--- src/plc_pkg.sv ---
// Shared types, constants and the exp2 root table for the power-law unit.
// No dependencies.
package plc_pkg;

  localparam int FRAC_BITS = 16;
  localparam int LOG_FRAC  = 28;
  localparam int MANT_FRAC = 30;
  localparam int EXP_FRAC  = 12;
  localparam int T_W       = 63 - FRAC_BITS;
  localparam int P_W       = $clog2(T_W);
  localparam logic [30:0] OUT_MAX = 31'h7FFF_FFFF;

  localparam logic [1:0] REG_GAMMA    = 2'd0;
  localparam logic [1:0] REG_INV_EXP  = 2'd1;
  localparam logic [1:0] REG_PEAK     = 2'd2;
  localparam logic [1:0] REG_INV_PEAK = 2'd3;

  typedef struct packed {
    logic                 dir;
    logic                 zero;
    logic signed [P_W:0]  p_off;
  } log_side_t;

  typedef struct packed {
    logic               dir;
    logic               kill;
    logic signed [10:0] ip;
  } exp_side_t;

  typedef logic [31:0] root_arr_t [LOG_FRAC];

  function automatic logic [63:0] isqrt64(input logic [63:0] v);
    logic [63:0] r;
    logic [63:0] bitv;
    logic [63:0] w;
    r = '0;
    w = v;
    bitv = 64'd1 << 62;
    while (bitv > w) bitv = bitv >> 2;
    while (bitv != 0) begin
      if (w >= r + bitv) begin
        w = w - (r + bitv);
        r = (r >> 1) + bitv;
      end else begin
        r = r >> 1;
      end
      bitv = bitv >> 2;
    end
    return r;
  endfunction

  function automatic root_arr_t build_roots();
    root_arr_t   tbl;
    logic [63:0] r;
    r = isqrt64(64'd1 << 61);
    for (int k = 0; k < LOG_FRAC; k++) begin
      tbl[k] = r[31:0];
      r = isqrt64(r << MANT_FRAC);
    end
    return tbl;
  endfunction

  localparam root_arr_t ROOTS = build_roots();

endpackage

--- src/plc_exp_cell.sv ---
// One exp2 cell: multiplies the mantissa by its root when its fraction bit is set.
// Depends on plc_pkg.
module plc_exp_cell
  import plc_pkg::*;
(
  input  logic                clk,
  input  logic                rst,
  input  logic                en,
  input  logic [31:0]         root,
  input  logic                vld_i,
  input  logic [31:0]         m_i,
  input  logic [LOG_FRAC-1:0] f_i,
  input  exp_side_t           side_i,
  output logic                vld_o,
  output logic [31:0]         m_o,
  output logic [LOG_FRAC-1:0] f_o,
  output exp_side_t           side_o
);

  logic [63:0] prod;

  always_comb begin
    prod = 64'(m_i) * 64'(root);
  end

  always_ff @(posedge clk) begin
    if (rst) begin
      vld_o <= 1'b0;
    end else if (en) begin
      vld_o <= vld_i;
    end
  end

  always_ff @(posedge clk) begin
    if (en) begin
      m_o    <= f_i[LOG_FRAC-1] ? prod[61:30] : m_i;
      f_o    <= {f_i[LOG_FRAC-2:0], 1'b0};
      side_o <= side_i;
    end
  end

endmodule

--- config.mk ---
export PLATFORM = sky130hd
export DESIGN_NAME = plc_exp_cell
export DESIGN_NICKNAME = d
export VERILOG_FILES = /design/src/plc_pkg.sv /design/src/plc_exp_cell.sv
export SDC_FILE = /design/constraint.sdc
export NUM_CORES = 2
export LEC_CHECK = 0
export BUFFER_PORTS_ARGS = -buffer_cell sky130_fd_sc_hd__buf_4
export CAP_MARGIN = 10
export CORE_MARGIN = 2
export CORE_UTILIZATION = 45
export DETAILED_ROUTE_END_ITERATION = 16
export GPL_TIMING_DRIVEN = 0
export PLACE_DENSITY = 0.59
export RECOVER_POWER = 50
export SYNTH_ARGS = -nofsm -noshare
export SYNTH_HDL_FRONTEND = slang
export SYNTH_SLANG_ARGS = --single-unit
--- constraint.sdc ---
create_clock -name clk -period 24.3 [get_ports clk]
set_input_delay 2.43 -clock clk [delete_from_list [all_inputs] [get_ports clk]]
set_output_delay 2.43 -clock clk [all_outputs]
set_load 0.01 [all_outputs]
Word level (Yosys, flattened, before mapping)
Index checks and enable logic that the tools add are counted.

storage, ports and cells
  logic and storage cells = 8
  register bits after elaboration = 73

cells by class
  mux-type cells = 1
  $mul = 1

operators by type and width
  kind                                            count
  32-bit by 32-bit multiplier with 62-bit output  1
  32-bit 2-to-1 mux                               1

Logic depth before layout (Yosys ltp)
  depth after elaboration = 2
  mapped depth = 27

Least setup slack after synthesis
No wires, ideal clock.

  path kind = input to register
  start point = input port m_i[30]
  end point = register m_o[23], data pin
  data required time = 24.040 ns
  cell stages on the path = 25
  path slack = 14.955 ns
  library setup time = 0.260 ns
  arrival time = 9.085 ns
  path through = clkbuf_1 -> nand2_1 -> fa_1 -> inv_1 -> fa_1 -> fa_1 -> inv_1 -> fa_1 -> inv_1 -> fa_1 -> fa_1 -> fa_1 -> inv_1 -> fa_1 -> inv_1 -> ha_1 -> and2_1 -> nand3_1 -> or3_1 -> o221ai_1 -> a31oi_1 -> o41ai_2 -> a211o_2 -> xor2_1 -> mux2_2

on the way
  longest elaborated chain between the ends = 2

ends and longest elaborated chain
  what                                            line                source
  start, declared                                 plc_exp_cell.sv:11  input logic [31:0] m_i,
  32-bit by 32-bit multiplier with 62-bit output  plc_exp_cell.sv:23  prod = 64'(m_i) * 64'(root);
  32-bit 2-to-1 mux                               plc_exp_cell.sv:36  m_o <= f_i[LOG_FRAC-1] ? prod[61:30] : m_i;
  end signal, assigned                            plc_exp_cell.sv:36
  end, declared                                   plc_exp_cell.sv:15  output logic [31:0] m_o,

Every way passes these cells.
A chain may end at the register's enable or synchronous reset.

Worst setup path after layout
  start point = input port m_i[19]
  end point = register m_o[18], data pin

The elaborated chain is that of the path after synthesis.

==> summary.txt <==
Run status
  – Outcome: complete, but fails checks
  – Failing checks: capacitance limit, slew limit

Place
  – IO buf count: 180
  – Cells after DPL: 4948
  – DP Area: between 30000 and 40000 um^2
  – Routability congestion estimate: just over 1
  – Final HPWL DP: 114 mm

Hold path
  – Hold wc startpoint: vld_o$_SDFFE_PP0P_
  – Min-Delay Path Depth: 2
  – Hold Path Class: flop to flop

GRT
  – GRT Total Usage: 35.0%
  – First-pass GRT wire length: 200 mm
  – Pin count of the biggest net entering global routing: 74
  – Vias in the first global route: 29000
  – Initial antenna violation count: 23
  – GRT Residual Overflow: 0

Logic synthesis
  – Biggest area consumer among synthesized cells: fa_1
  – Most frequent cell after synthesis: fa_1
  – Top FF cell, synth: edfxtp_1
  – Net Count, Synth: 4976
  – Post-synth top cells: fa_1 (894), inv_1 (863), and2_1 (582)
  – Area contributors post-synth: fa_1 (51%), and2_1 (10%), inv_1 (9.2%)
  – Cell count after synthesis: between 3000 and 4000
  – Mean area per synthesized cell: 9.44 um^2
  – Yosys warning count: 0
  – Seq/Total Area, Yosys: between 6 and 7%
  – Synth async-reset ratio: 0%
  – Synth unique cells: ~70
  – Mapped Area: around 35000 um^2
  – Synth Register Bits: 73
  – Post-synth EDFFs: between 70 and 80
  – Top-area cell type share of the netlist area: 50.9%

Drt
  – WL/cell: 27.5 um
  – Initial DRC Count: 2434
  – Vias per cell: 5.45
  – Routed Antenna Nets: 0
  – DRC violations left: 0
  – Vias: 27200
  – Pre-antenna DRT Iters: 6
  – Routed WL: 137 mm

Die
  – Die W: 284 um
  – Io pins: 183
  – Num rows: 102
  – Total core area: ~77000 um^2
  – Full die area: 80400 um^2
  – Starting Density: 45.4%
  – Die H: 284 um

Worst setup path
  – Critical Path AT: 12110 ps
  – Crit. End Element: flop
  – Crit Path Class: primary input to flop
  – R2R Path Start: vld_o$_SDFFE_PP0P_
  – Req. time, crit path: between 20000 and 25000 ps
  – Worst Setup Start Kind: primary input
  – Crit. Startpoint: m_i[19]
  – CP max FO: 10
  – R2R depth: 2

STA
  – RSZ-0062 raised after global routing: no
  – Final Setup Violations: 0
  – Max-slew violations: 74
  – Worst-Margin Slew: 4110 ps
  – Fin. Hold Viols: 0
  – Tcrit/Tclk final: 49.3%
  – Rel. slew slack: -174%
  – Final setup TNS: 0 ps
  – Fin Clk Skew: 0 ps
  – Fmax: 83.5 MHz
  – Fin crit period: 11980 ps

Clock network
  – Clock buffer count from CTS: 9
  – H-tree Lvls: 3
  – CTS Buffer Depth: 2
  – Clock root cell: clkbuf_16
  – Clk slew on worst S/H paths: 70 ps
  – Setup bufs post-CTS: 0
  – Clk_lat worst skew: 360 ps
  – Post_cts resized: 0
  – Clk sinks: 73
  – # hold bufs at CTS: 0
  – CTS tree: done

Run
  – Max-cap viol count: 1

Final layout
  – Final design utilization: between 40% and 50%
  – Fin nets: between 5000 and 6000
  – Final Cell Area: 38200 um^2
  – Fillers: 7570
  – Share of post-route cells with drive strength above 1: 6.04%
  – Final Instance Count excl. Fillers: 4982
  – Layout area overhead: 8.52%
==> through the flow <==
| step | hold slack, ps | setup WS (ps) |
|---|---|---|
| 2_1_floorplan | 528 | 14950 |
| 3_3_place_gp | 493 | 12240 |
| 6_report | 513 | 12320 |
| 4_1_cts | 518 | 12630 |
| 5_1_grt | 543 | 12570 |
| 3_5_place_dp | 487 | 12270 |
==> logic make-up (layout without fill, tap and decap cells) <==
kind of cell / after synthesis / in the layout / synth area share (%)
AND/OR/NAND/NOR: 1165 / 1165 / 17.0
other: 1 / 19 / 0.0107
XOR/XNOR: 32 / 32 / 0.797
flip-flops: 73 / 73 / 6.20
adder cells (fa/ha/maj): 1139 / 1139 / 59.6
multiplexers: 23 / 23 / 0.733
buffers and inverters: 1080 / 1276 / 11.5
AO/OA/AOI/OAI: 215 / 215 / 4.10
==> final cells by class <==
class	count	area, um^2	area share [%]
multi-input combinational	2575	28900	75.8
inverter	864	3240	8.49
sequential	73	2180	5.72
timing repair buffer	180	1340	3.52
tap	1040	1300	3.41
buffer	216	817	2.14
clock buffer	9	225	0.590
clock inverter	7	82.6	0.216
antenna	18	45.0	0.118
==> worst max-delay path, cell delays in order <==
cell and delay, ps:
buf_4 200, clkbuf_1 1010, nand2_1 210, fa_1 560
fa_1 540, inv_1 50, fa_1 480, fa_1 540
fa_1 700, fa_1 510, fa_1 570, inv_1 80
fa_1 390, inv_1 90, ha_1 220, clkbuf_1 300
a21o_1 260, a21o_1 170, a21oi_1 810, o21ai_0 770
a31oi_1 590, o31ai_1 170, xor2_1 160, mux2_2 270
==> cell usage in the layout, fill, tap and decap left out, types with 3 or more instances in the layout <==
cell type  Yosys  final
o21bai_1      12     12
nand2_1      490    490
clkbuf_16      0      9
a21oi_1       69     69
inv_6          0      3
o21ai_0       35     35
buf_4          1    139
xnor2_1       25     25
clkbuf_4       0     40
o211ai_1       7      7
fa_1         894    894
edfxtp_1      72     72
mux2_2        22     22
a21o_1        28     28
nor2_1        27     27
nor3_1         6      6
diode_2        0     18
o21a_1        10     10
a31oi_1        8      8
nand4_1       18     18
and3_1        10     10
ha_1         245    245
inv_1        863    863
o2111a_1       3      3
nand3_1       16     16
o21ai_1        4      4
xor2_1         7      7
a221o_1        5      5
and2_1       582    582
clkbuf_1     212    214
a211oi_1       5      5
==> registers in the layout, indices dropped and copies added, names as in the netlist <==
name,count
f_o,27
side_o,13
m_o,32
vld_o,1
==> worst paths after layout <==
kind | slack, ps | to
min reg2reg | 510 | vld_o$_SDFFE_PP0P_
min | 510 | vld_o$_SDFFE_PP0P_
max reg2reg | 23640 | vld_o$_SDFFE_PP0P_
max | 12320 | m_o[18]$_DFFE_PP_
==> routing by layer <==
layer,vias to the layer above,track usage (%),wire (um)
li1,11300,-,-
met1,14100,46.4,52700
met2,1446,54.1,61400
met3,289,7.69,14700
met4,6,17.8,8080
met5,-,0,37
Power is not shown: default switching activity piles up to over one toggle a cycle in this logic, so the estimate is an artifact.
