File: src/plc_pkg.sv
// Shared types, constants and the exp2 root table for the power-law unit.
// No dependencies.
package plc_pkg;

  localparam int FRAC_BITS = 16;
  localparam int LOG_FRAC  = 28;
  localparam int MANT_FRAC = 30;
  localparam int EXP_FRAC  = 12;
  localparam int T_W       = 63 - FRAC_BITS;
  localparam int P_W       = $clog2(T_W);
  localparam logic [30:0] OUT_MAX = 31'h7FFF_FFFF;

  localparam logic [1:0] REG_GAMMA    = 2'd0;
  localparam logic [1:0] REG_INV_EXP  = 2'd1;
  localparam logic [1:0] REG_PEAK     = 2'd2;
  localparam logic [1:0] REG_INV_PEAK = 2'd3;

  typedef struct packed {
    logic                 dir;
    logic                 zero;
    logic signed [P_W:0]  p_off;
  } log_side_t;

  typedef struct packed {
    logic               dir;
    logic               kill;
    logic signed [10:0] ip;
  } exp_side_t;

  typedef logic [31:0] root_arr_t [LOG_FRAC];

  function automatic logic [63:0] isqrt64(input logic [63:0] v);
    logic [63:0] r;
    logic [63:0] bitv;
    logic [63:0] w;
    r = '0;
    w = v;
    bitv = 64'd1 << 62;
    while (bitv > w) bitv = bitv >> 2;
    while (bitv != 0) begin
      if (w >= r + bitv) begin
        w = w - (r + bitv);
        r = (r >> 1) + bitv;
      end else begin
        r = r >> 1;
      end
      bitv = bitv >> 2;
    end
    return r;
  endfunction

  function automatic root_arr_t build_roots();
    root_arr_t   tbl;
    logic [63:0] r;
    r = isqrt64(64'd1 << 61);
    for (int k = 0; k < LOG_FRAC; k++) begin
      tbl[k] = r[31:0];
      r = isqrt64(r << MANT_FRAC);
    end
    return tbl;
  endfunction

  localparam root_arr_t ROOTS = build_roots();

endpackage

File: src/plc_log_cell.sv
// One log2 fraction-bit cell: squares the Q1.30 mantissa and emits one bit.
// Depends on plc_pkg.
module plc_log_cell
  import plc_pkg::*;
(
  input  logic                clk,
  input  logic                rst,
  input  logic                en,
  input  logic                vld_i,
  input  logic [30:0]         m_i,
  input  logic [LOG_FRAC-1:0] frac_i,
  input  log_side_t           side_i,
  output logic                vld_o,
  output logic [30:0]         m_o,
  output logic [LOG_FRAC-1:0] frac_o,
  output log_side_t           side_o
);

  logic [61:0] sq;
  logic [31:0] q;

  always_comb begin
    sq = 62'(m_i) * 62'(m_i);
    q  = sq[61:30];
  end

  always_ff @(posedge clk) begin
    if (rst) begin
      vld_o <= 1'b0;
    end else if (en) begin
      vld_o <= vld_i;
    end
  end

  always_ff @(posedge clk) begin
    if (en) begin
      m_o    <= q[31] ? q[31:1] : q[30:0];
      frac_o <= {frac_i[LOG_FRAC-2:0], q[31]};
      side_o <= side_i;
    end
  end

endmodule

File: config.mk
export PLATFORM = sky130hd
export DESIGN_NAME = plc_log_cell
export DESIGN_NICKNAME = d
export VERILOG_FILES = /design/src/plc_pkg.sv /design/src/plc_log_cell.sv
export SDC_FILE = /design/constraint.sdc
export NUM_CORES = 2
export LEC_CHECK = 0
export ABC_CLOCK_PERIOD_IN_PS = 10010
export BUFFER_PORTS_ARGS = -buffer_cell sky130_fd_sc_hd__buf_2
export CORE_MARGIN = 2
export CORE_UTILIZATION = 44
export CTS_BUF_LIST = sky130_fd_sc_hd__clkbuf_8
export DETAILED_ROUTE_END_ITERATION = 10
export GPL_TIMING_DRIVEN = 0
export PLACE_DENSITY = 0.58
export SLEW_MARGIN = 0
export SYNTH_ARGS = -nofsm -noshare
export SYNTH_HDL_FRONTEND = slang
export SYNTH_SLANG_ARGS = --single-unit
File: constraint.sdc
create_clock -name clk -period 10.01 [get_ports clk]
set_clock_uncertainty 0.1 [all_clocks]
set_input_delay 0.5005 -clock clk [delete_from_list [all_inputs] [get_ports clk]]
set_output_delay 0.5005 -clock clk [all_outputs]
set_load 0.02 [all_outputs]
-- Word-level counts from Yosys, hierarchy flattened
Index checks and enable logic that the tools add are counted.
- memories kept: 0
- bits in latches: 0
- input bits: 72
- output and inout bits: 69
- memory bits (read-only): 0
- RAM bits: 0
- flip-flop bits (word level): 69
- multiplexer cells: 1
- add/subtract/negate cells: 0
- div/mod/pow operators: 0
- $lt $le $gt $ge: 0
- shifts and indexed selects: 0
- reduce and logical (&&, ||, !) cells: 0
- bitwise gates (word level): 0
- eq/ne operators: 0
- $mul: 1
- operator list (cell ; count):
    $mul A31 B31 Y62 ; 1
    $mux W30 ; 1

-- Longest topological paths before layout
- depth after elaboration: 2
- mapped depth: 31
- gate-level depth less buffers: 27

-- Least setup slack after synthesis
OpenSTA, ideal clock, no wires.
- kind: input port to flip-flop
- start: in m_i[16]
- end: reg m_o[10], data pin
- arrival: 7613 ps
- path slack: 2037 ps
- buffers on the path: 3
- stages: 25
- setup time: 260 ps
- cell sequence: clkbuf_1 -> clkbuf_1 -> nand2_1 -> fa_1 -> inv_1 -> fa_1 -> inv_1 -> fa_1 -> fa_1 -> inv_1 -> fa_1 -> fa_1 -> fa_1 -> fa_1 -> ha_1 -> nand4_1 -> a211oi_1 -> nor2_1 -> or3_1 -> a2111o_1 -> nand3_2 -> a21oi_4 -> xnor2_4 -> buf_6 -> mux2_2
- cells in the longest elaborated chain, start to end: 2
- ends and longest elaborated chain (item ; line ; RTL):
    start, declared ; plc_log_cell.sv:10 ; input logic [30:0] m_i,
    $mul A31 B31 Y62 ; plc_log_cell.sv:23 ; sq = 62'(m_i) * 62'(m_i);
    $mux W30 ; plc_log_cell.sv:37 ; m_o <= q[31] ? q[31:1] : q[30:0];
    end signal, assigned ; plc_log_cell.sv:37 ;
    end, declared ; plc_log_cell.sv:14 ; output logic [30:0] m_o,
No other way between the ends.
A chain may end at the register's enable or synchronous reset.

-- Worst setup path after layout
- start: in m_i[1]
- end: reg m_o[27], data pin
- cells in the longest elaborated chain, start to end: 2
- ends and longest elaborated chain (item ; line ; RTL):
    $mul A31 B31 Y62 ; plc_log_cell.sv:23 ;
    via sq[61] ; plc_log_cell.sv:19 ; logic [61:0] sq;
    $mux W30 ; plc_log_cell.sv:37 ;
The timed path passes the listed nets, and every way through them passes these cells.

==> out/results.tsv <==
metric	value	unit
Die Area	68700	µm²
clock buffer depth	2	
routed length per instance	23.3	µm
cts hold-fix bufs	0	
max-slew violation count	0	
vias in the first global route	23900	
row count	94	
Clk pin slew, worst setup/hold paths	0.08	ns
min-delay src	rst	
DP HPWL	79000	µm
unrepaired setup endpoints after global routing	true	
Post-Synth Simple-Gate Area	0.100	
status	finished, final reports clean	
compound-gate portion of the synthesized area	0.0437	
Synth Area in XOR/XNOR	0.0183	
startpoint types	input pin	
cell family with most CP delay	adder cells	
DIE HEIGHT	262	µm
worst reg-to-reg path cell count	2	
# setup viols final	0	
Worst Path Buf+Inv	5	
worst hold path depth	2	
Hold Vio Cnt, Final	0	
fin crit share	0.991	
Crit Path Class	in -> reg	
filler instances	6336	
fin nets	4226	
dominant synthesized flop cell	edfxtp_1	
Clock Tree Root	clkbuf_8	
Final ANT Viol Nets	0	
Vias per Instance	5.19	
initial antenna violation count	10	
gr usage total	0.283	
total grt overflow	0	
Mapped Area	29300	µm²
drc violations	0	
port bufs	132	
Post-synth EDFFs	68	
synth unique cells	63	
worst slew pin tran	1.28	ns
Fmax	101	MHz
Worst path max stage delay	0.96	ns
crit path DAT	9.91	ns
CP Capture Type	flop	
H-tree levels	3	
Core Area	65900	µm²
RR Endpoint	vld_o	
CTS tree	yes	
TritonRoute pass-1 iters	5	
I/O Pins	141	
Max-cap violations	0	
worst hold margin	0.221	ns
worst min-delay path class	in -> reg	
Yosys reg bits	69	
total number of vias	20800	
Die Wd	262	µm
Synth Area in Adders	0.625	
Routability Congestion	0.976	
most frequent CP cell	fa_1	
share of cells above drive strength 1	0.0649	
crit path max fanout	10	
post-synthesis mux area share	0.0121	
share of the yosys chip area belonging to registers	0.0703	
worst reg2reg setup slack	9.31	ns
Final Util	0.476	
ys async rst share	0	
min cycle time layout	9.92	ns
Synthesis Warnings	0	
first-pass GRT wire length	145000	µm
FF-to-FF Start	vld_o	
Mean Syn Cell Area	9.79	µm²
worst-path cell chain	clkbuf_1, clkbuf_1, clkbuf_1, nand2_1, fa_1, inv_1, fa_1, ha_1, fa_1, fa_1, fa_1, fa_1, fa_1, ha_1, a21oi_1, o21ai_0, nand2b_1, a2111oi_2, a2111o_1, nand3_2, a21oi_4, xnor2_4, buf_6, mux2_1	
clock latency on the worst-skew pair	0.33	ns
largest family of logic cells by synthesized area	adder cells	
Area growth, synth to finish	6.79	%
CTS sink count	69	
syn nets	4084	
total CTS buffers	9	
post-CTS setup buffers	0	
Critical Path RT	10.00	ns
Max-slew headroom	0.147	
Post-Synthesis Cells	2996	
Iter 0 DRT Violations	1359	
largest net degree at the start of global routing	70	
Hold Path Sink	vld_o	
Critical-path top delay cell	clkbuf_1	
starting density of the core	0.445	
WL final	93600	µm
## cells in the final DEF (no fill, tap or decap), types with 4 or more instances in the layout
master and instances:
ha_1 269, a21oi_1 61, o21bai_1 12, nor2_1 56
buf_2 131, and2_1 190, inv_1 912, o21ai_0 21
or2_2 8, clkbuf_8 9, xor2_1 26, a31o_2 6
nand3_1 8, nor2b_1 9, diode_2 6, nor3_1 8
clkbuf_2 8, nand4_1 10, and3_1 8, edfxtp_1 68
a21boi_0 5, mux2_2 24, a21o_1 37, xnor2_1 32
o211ai_1 4, a31oi_1 9, mux2i_1 5, clkbuf_1 91
nand2_1 300, fa_1 747, o21a_1 4, a211oi_1 4
## cell families (layout without fill, tap and decap cells)
kind of cell	count (synthesis)	in the layout
adder cells (fa/ha/maj)	1016	1016
AO/OA/AOI/OAI	191	191
flip-flops	69	69
XOR/XNOR	59	59
AND/OR/NAND/NOR	612	612
other	0	6
buffers and inverters	1017	1164
multiplexers	32	32
## cells in the mapped netlist, drive strengths merged (3+ instances only)
master | n | area (µm²)
mux2 | 27 | 304
xor2 | 26 | 228
o211ai | 4 | 30.0
ha | 269 | 3370
fa | 747 | 15000
a221o | 3 | 30.0
nor2b | 9 | 56.3
and2 | 190 | 1190
a221oi | 3 | 32.5
edfxtp | 68 | 2040
a21boi | 5 | 37.5
a211oi | 5 | 37.5
buf | 5 | 41.3
a21oi | 62 | 322
o21a | 4 | 30.0
nand2 | 300 | 1130
clkbuf | 100 | 375
nand2b | 3 | 18.8
a31oi | 9 | 56.3
o21ai | 22 | 110
nand3 | 9 | 50.1
o21bai | 12 | 90.1
inv | 911 | 3420
a21o | 37 | 278
nand4 | 10 | 62.6
xnor2 | 33 | 308
and4 | 3 | 26.3
and3 | 8 | 50.1
or2 | 8 | 50.1
mux2i | 5 | 50.1
nor3 | 9 | 50.1
nor2 | 56 | 210
a31o | 6 | 52.6
## metrics by stage
stage / setup TNS [ns] / std cells / area [µm²] / setup slack, ns
global route: -0.00332 / 4007 / 31300 / -0.00332
detailed placement: -7.39 / 3992 / 31100 / -0.370
floorplan: 0 / 2996 / 29300 / 2.04
CTS: 0 / 4007 / 31300 / 0.0259
global placement: -5.17 / 3992 / 31100 / -0.378
finish: 0 / 4013 / 31300 / 0.0879
## sequential cells by signal (all words and copies together), names as in the netlist
| signal | count |
|---|---|
| m_o | 31 |
| vld_o | 1 |
| side_o | 9 |
| frac_o | 28 |
## final cells by class
class / count / area, µm² / area share
Clock buffer: 9 / 124 / 0.00395
Clock inverter: 7 / 98.8 / 0.00316
Sequential cell: 69 / 2060 / 0.0658
Buffer: 104 / 423 / 0.0135
Multi-Input combinational cell: 1910 / 23400 / 0.748
Tap cell: 864 / 1080 / 0.0345
Antenna cell: 6 / 15.0 / 0.000479
Timing Repair Buffer: 132 / 663 / 0.0212
Inverter: 912 / 3420 / 0.109
## layer usage
metal	GRT usage	vias to the layer above	wire length, µm
li1	-	9028	-
met1	0.362	10900	37200
met2	0.486	741	46000
met3	0.0367	176	5530
met4	0.116	0	4840
met5	0	-	0
## what timing repair did
item | in CTS | in global routing
endpoints found under the setup margin | 1 | 24
resized for setup | 2 | 19
hold endpoints to repair | 0 | 0
## worst max-delay path by stage
| stage | from | slack (ns) | endpoint | cells past startpoint |
|---|---|---|---|---|
| finish | m_i[1] | 0.09 | m_o[27] | 24 |
| global route | m_i[1] | -0.003 | m_o[28] | 25 |
| CTS | m_i[6] | 0.03 | m_o[28] | 24 |
| detailed placement | m_i[4] | -0.37 | m_o[28] | 25 |
| global placement | m_i[5] | -0.38 | m_o[28] | 25 |
| floorplan | m_i[16] | 2.04 | m_o[10] | 25 |
Power is not shown: default switching activity piles up to over one toggle a cycle in this logic, so the estimate is an artifact.
